**src/hdl/soa_pkg.sv**
```systemverilog
// soa_pkg: shared constants, size class table and codes for the slab object allocator
// no dependencies
package soa_pkg;

   localparam int NUM_PAGES   = 64;
   localparam int PAGE_W      = 6;
   localparam int LINK_W      = 7;
   localparam logic [LINK_W-1:0] LINK_NULL = 7'd64;
   localparam int DATA_BYTES  = 4000;
   localparam int NUM_CLASSES = 25;
   localparam int CLASS_W     = 5;
   localparam int MAX_SLOTS   = 512;
   localparam int SLOT_W      = 9;
   localparam int ITEMS_W     = 10;
   localparam int WORDS       = 8;
   localparam int WORD_W      = 3;
   localparam int SIZE_W      = 8;
   localparam int OFFSET_W    = 12;
   localparam int STATUS_W    = 2;

   localparam logic [STATUS_W-1:0] STATUS_OK       = 2'd0;
   localparam logic [STATUS_W-1:0] STATUS_NO_PAGE  = 2'd1;
   localparam logic [STATUS_W-1:0] STATUS_BAD_SIZE = 2'd2;
   localparam logic [STATUS_W-1:0] STATUS_BAD_FREE = 2'd3;

   localparam logic [1:0] LINK_NONE    = 2'd0;
   localparam logic [1:0] LINK_UNLINK  = 2'd1;
   localparam logic [1:0] LINK_ADDHEAD = 2'd2;

   // slots per page for each class, zero marks a class that does not exist
   localparam logic [ITEMS_W-1:0] ITEMS_TABLE [32] = '{
      10'd500, 10'd250, 10'd166, 10'd125, 10'd100, 10'd83, 10'd71, 10'd62,
      10'd55,  10'd50,  10'd45,  10'd41,  10'd38,  10'd35, 10'd33, 10'd31,
      10'd29,  10'd27,  10'd26,  10'd25,  10'd23,  10'd22, 10'd21, 10'd20,
      10'd20,  10'd0,   10'd0,   10'd0,   10'd0,   10'd0,  10'd0,  10'd0
   };

endpackage

```
**src/hdl/soa_div.sv**
```systemverilog
// soa_div: restoring divider, one quotient bit per cycle, for free offset checks
// depends on soa_pkg
module soa_div (
   input  logic clock,
   input  logic reset,
   input  logic start,
   input  logic [soa_pkg::OFFSET_W-1:0] dividend,
   input  logic [7:0] divisor,
   output logic done,
   output logic [soa_pkg::OFFSET_W-1:0] quotient,
   output logic [7:0] remainder
);
   logic busy_ff;
   logic done_ff;
   logic [3:0] cnt_ff;
   logic [soa_pkg::OFFSET_W-1:0] quo_ff;
   logic [7:0] rem_ff;
   logic [7:0] dsr_ff;
   logic [8:0] trial;

   assign trial = {rem_ff, quo_ff[soa_pkg::OFFSET_W-1]};

   always_ff @(posedge clock) begin
      if (reset) begin
         busy_ff <= 1'b0;
         done_ff <= 1'b0;
         cnt_ff <= '0;
      end else if (start) begin
         busy_ff <= 1'b1;
         done_ff <= 1'b0;
         cnt_ff <= '0;
         quo_ff <= dividend;
         rem_ff <= '0;
         dsr_ff <= divisor;
      end else if (busy_ff) begin
         // dividend bits shift out the top while quotient bits shift in
         if (trial >= {1'b0, dsr_ff}) begin
            rem_ff <= 8'(trial - {1'b0, dsr_ff});
            quo_ff <= {quo_ff[soa_pkg::OFFSET_W-2:0], 1'b1};
         end else begin
            rem_ff <= trial[7:0];
            quo_ff <= {quo_ff[soa_pkg::OFFSET_W-2:0], 1'b0};
         end
         cnt_ff <= cnt_ff + 4'd1;
         if (cnt_ff == 4'(soa_pkg::OFFSET_W - 1)) begin
            busy_ff <= 1'b0;
            done_ff <= 1'b1;
         end
      end
   end

   assign done = done_ff;
   assign quotient = quo_ff;
   assign remainder = rem_ff;
endmodule

```
**config.mk**
```make
export PLATFORM = sky130hd
export DESIGN_NAME = soa_div
export DESIGN_NICKNAME = d
export VERILOG_FILES = /design/src/hdl/soa_pkg.sv /design/src/hdl/soa_div.sv
export SDC_FILE = /design/constraint.sdc
export NUM_CORES = 1
export LEC_CHECK = 0
export BUFFER_PORTS_ARGS = -buffer_cell sky130_fd_sc_hd__buf_2
export CORE_MARGIN = 10
export CORE_UTILIZATION = 36
export DETAILED_ROUTE_END_ITERATION = 12
export PLACE_DENSITY_LB_ADDON = 0.3
export SLEW_MARGIN = 20
export SYNTH_ARGS = -nofsm -noshare
export SYNTH_HDL_FRONTEND = slang
export SYNTH_SLANG_ARGS = --single-unit
```
**constraint.sdc**
```tcl
create_clock -name clock -period 3.7 [get_ports clock]
set_input_delay 0.37 -clock clock [delete_from_list [all_inputs] [get_ports clock]]
set_output_delay 0.37 -clock clock [all_outputs]
set_load 0.005 [all_outputs]
```
==> impl_metrics.toml <==
[run_status]
status = "finished clean"

[pwr]
seq_power_share = 0.466
intPower_mw = 0.737
swShare = 0.262
comb_power_share = 0.198
p_leak_nw = 0.882
power.density_nw_per_um2 = 453
ir_worst_vdd_mv = 0.280
power_frac_clock = 0.336
p_sw_mw = 0.262

[routing]
ant_nets = 0
vias = 1346
drtIter0Drc = 91
drcViolationCount = 0
drtPass1Iterations = 4
wirelength_um = 4000
detail_route.wl_per_cell_um = 15.0
avgViaCountPerCell = 5.06

[critical_path]
cp_cell_sequence = "ha_1, nor2b_1, o31ai_2, a21o_1, nand2_2, mux2_2"
worstRegToRegCells = 6
timing.rr.start = "remainder[0]"
crit_start = "remainder[0]"
critical_path_arrival_ns = 2.34
end_kind = "register"
path_max_fanout = 7
critPathTopFamily = "compound AO/OA/AOI/OAI gates"
slowest_stage = "edfxtp_1"
slowest_delay_ns = 0.45
critical_path_class = "register to register"
crit_required_ns = 3.75
cp.depth = 6
cp_num_buf_inv = 0
start_kind = "register"

[finish]
post-route-cell-area_um2 = 2210
fillers = 470
nets = 231
final_common_cell = "buf_2"
drive_above_1_share = 0.352
syn2layout_area_growth_pct = 21.1
antenna-diode-count = 0
final_cells = 266
layout_common_cells = "43 x buf_2, 28 x edfxtp_1, 12 x mux2_2, 11 x a21oi_1, 10 x inv_1"

[cts]
cts_tree = "built"
clkLatencyLatePin_ns = 0.29
cts_resized = 0
h-tree-depth = 2
clk_pin_slew_ns = 0.07
root_buffer = "clkbuf_8"
clock_path_buffers = 2
cts.sinks = 34
numCtsBuffers = 5
post_cts_buffers = 0
hold_buffers = 0

[global_routing]
grt_usage = 0.100
grt_pass1_vias = 1432
antenna_found_initial = 0
grt_pass1_wl_um = 6840
grt-ovfl-total = 0
grt_start_max_net_pins = 29

[floorplanning]
ios = 44
die_x_um = 91.2
die_h_um = 91.2
rows = 25
die_area_um2 = 8310
initial_core_util = 0.378
core_region_area_um2 = 4820

[timing]
tightest_slew_ns = 0.772
worst_slack_ns = 1.41
rsz0062_at_grt = "false"
setup_viol = 0
fin_tns_setup_ns = 0
finalHoldViolCount = 0
timing.slew.headroom = 0.484
timing.final.max_slew_violations = 0
skew_ns = 0.00438
timing.fmax_mhz = 437
post-route-min-period_ns = 2.29
min_period_over_period = 0.619

[placed_design]
hpwl_um = 3040
post_dp_cell_area_um2 = 2100
pre_cts_ws_ns = 1.43
place_inst = 258
gp_congestion = 0.751
io_buffers = 43

[synthesis]
ys_warn_count = 0
synth-seq-cells = 34
ys.flop_type = "edfxtp_1"
syn_area_um2 = 1820
syn_area_per_cell_um2 = 11.9
ys_types = 43
yosysSeqAreaShare = 0.527
postSynthCellCount = 153
synthArstFlopShare = 0
synth_fp_nets = 186
synth_edf_count = 28

[hold_path]
hold_depth = 1
hp-start = "divisor[4]"
hp-class = "input port to register"

[run]
drv_cap = 0
-- final cells by class --
class | count | area, um^2 | share of cell area
Clock buffer | 5 | 68.8 | 0.0312
Clock inverter | 3 | 40.0 | 0.0181
Inverter | 10 | 37.5 | 0.0170
Multi-Input combinational cell | 103 | 793 | 0.359
Sequential cell | 34 | 961 | 0.435
Tap cell | 67 | 83.8 | 0.0380
Timing Repair Buffer | 44 | 223 | 0.101
-- kinds of logic after synthesis --
group | count (synthesis) | share of synthesized area
fa+ha+maj | 10 | 0.0728
xor+xnor | 4 | 0.0192
buf+inv | 16 | 0.0378
compound gates | 37 | 0.148
simple gates | 38 | 0.110
mux | 14 | 0.0851
flops | 34 | 0.527
-- synth_stat cells (2+ instances only) --
library cell / count / share of area
xnor2_1: 3 / 0.014
clkbuf_1: 2 / 0.0041
nor2b_1: 3 / 0.010
a211oi_1: 2 / 0.0082
nor3_1: 9 / 0.025
dfxtp_1: 6 / 0.066
inv_1: 10 / 0.021
nand3_1: 7 / 0.019
nand2b_1: 2 / 0.0069
nand4_1: 2 / 0.0069
o21ai_0: 6 / 0.016
nand2_1: 4 / 0.0082
mux2_2: 12 / 0.074
mux2i_1: 2 / 0.011
o21a_1: 2 / 0.0082
ha_1: 9 / 0.062
a21oi_1: 11 / 0.030
edfxtp_1: 28 / 0.46
nor2_1: 5 / 0.010
buf_1: 2 / 0.0041
a21o_1: 2 / 0.0082
o211ai_1: 3 / 0.012
-- per-stage QoR --
step	hold slack (ns)	utilization	power, mW
finish	0.250	0.458	0.999
global route	0.237	0.458	1.05
CTS	0.240	0.458	1.01
detailed placement	0.519	0.436	0.672
global placement	0.519	0.436	0.671
floorplan	0.469	-	0.613
-- worst paths after layout --
path / to / slack (ns)
setup / recovery: quotient[0] / 1.41
hold / removal: dsr_ff[4] / 0.25
setup reg to reg: quotient[0] / 1.41
hold reg to reg: done / 0.53
-- flip-flops by register name, summed over array words and instances (netlist names) --
register / flops
busy_ff: 1
cnt_ff: 4
done: 1
dsr_ff: 8
quotient: 12
remainder: 8
-- per-layer routing --
layer | part of all wire | GRT usage | vias to the layer above
met4 | 0.0095 | 0.0444 | 0
met2 | 0.43 | 0.141 | 46
met1 | 0.47 | 0.124 | 623
li1 | - | - | 673
met3 | 0.091 | 0.0527 | 4
met5 | 0 | 0 | -
-- power groups by stage --
| stage | registers [mW] | logic, mW | clock network (mW) |
|---|---|---|---|
| finish | 0.465 | 0.198 | 0.336 |
| global route | 0.468 | 0.226 | 0.361 |
| CTS | 0.465 | 0.200 | 0.344 |
| detailed placement | 0.473 | 0.199 | 0 |
| global placement | 0.474 | 0.198 | 0 |
| floorplan | 0.470 | 0.143 | 0 |
Power figures use the tool's default switching activity.
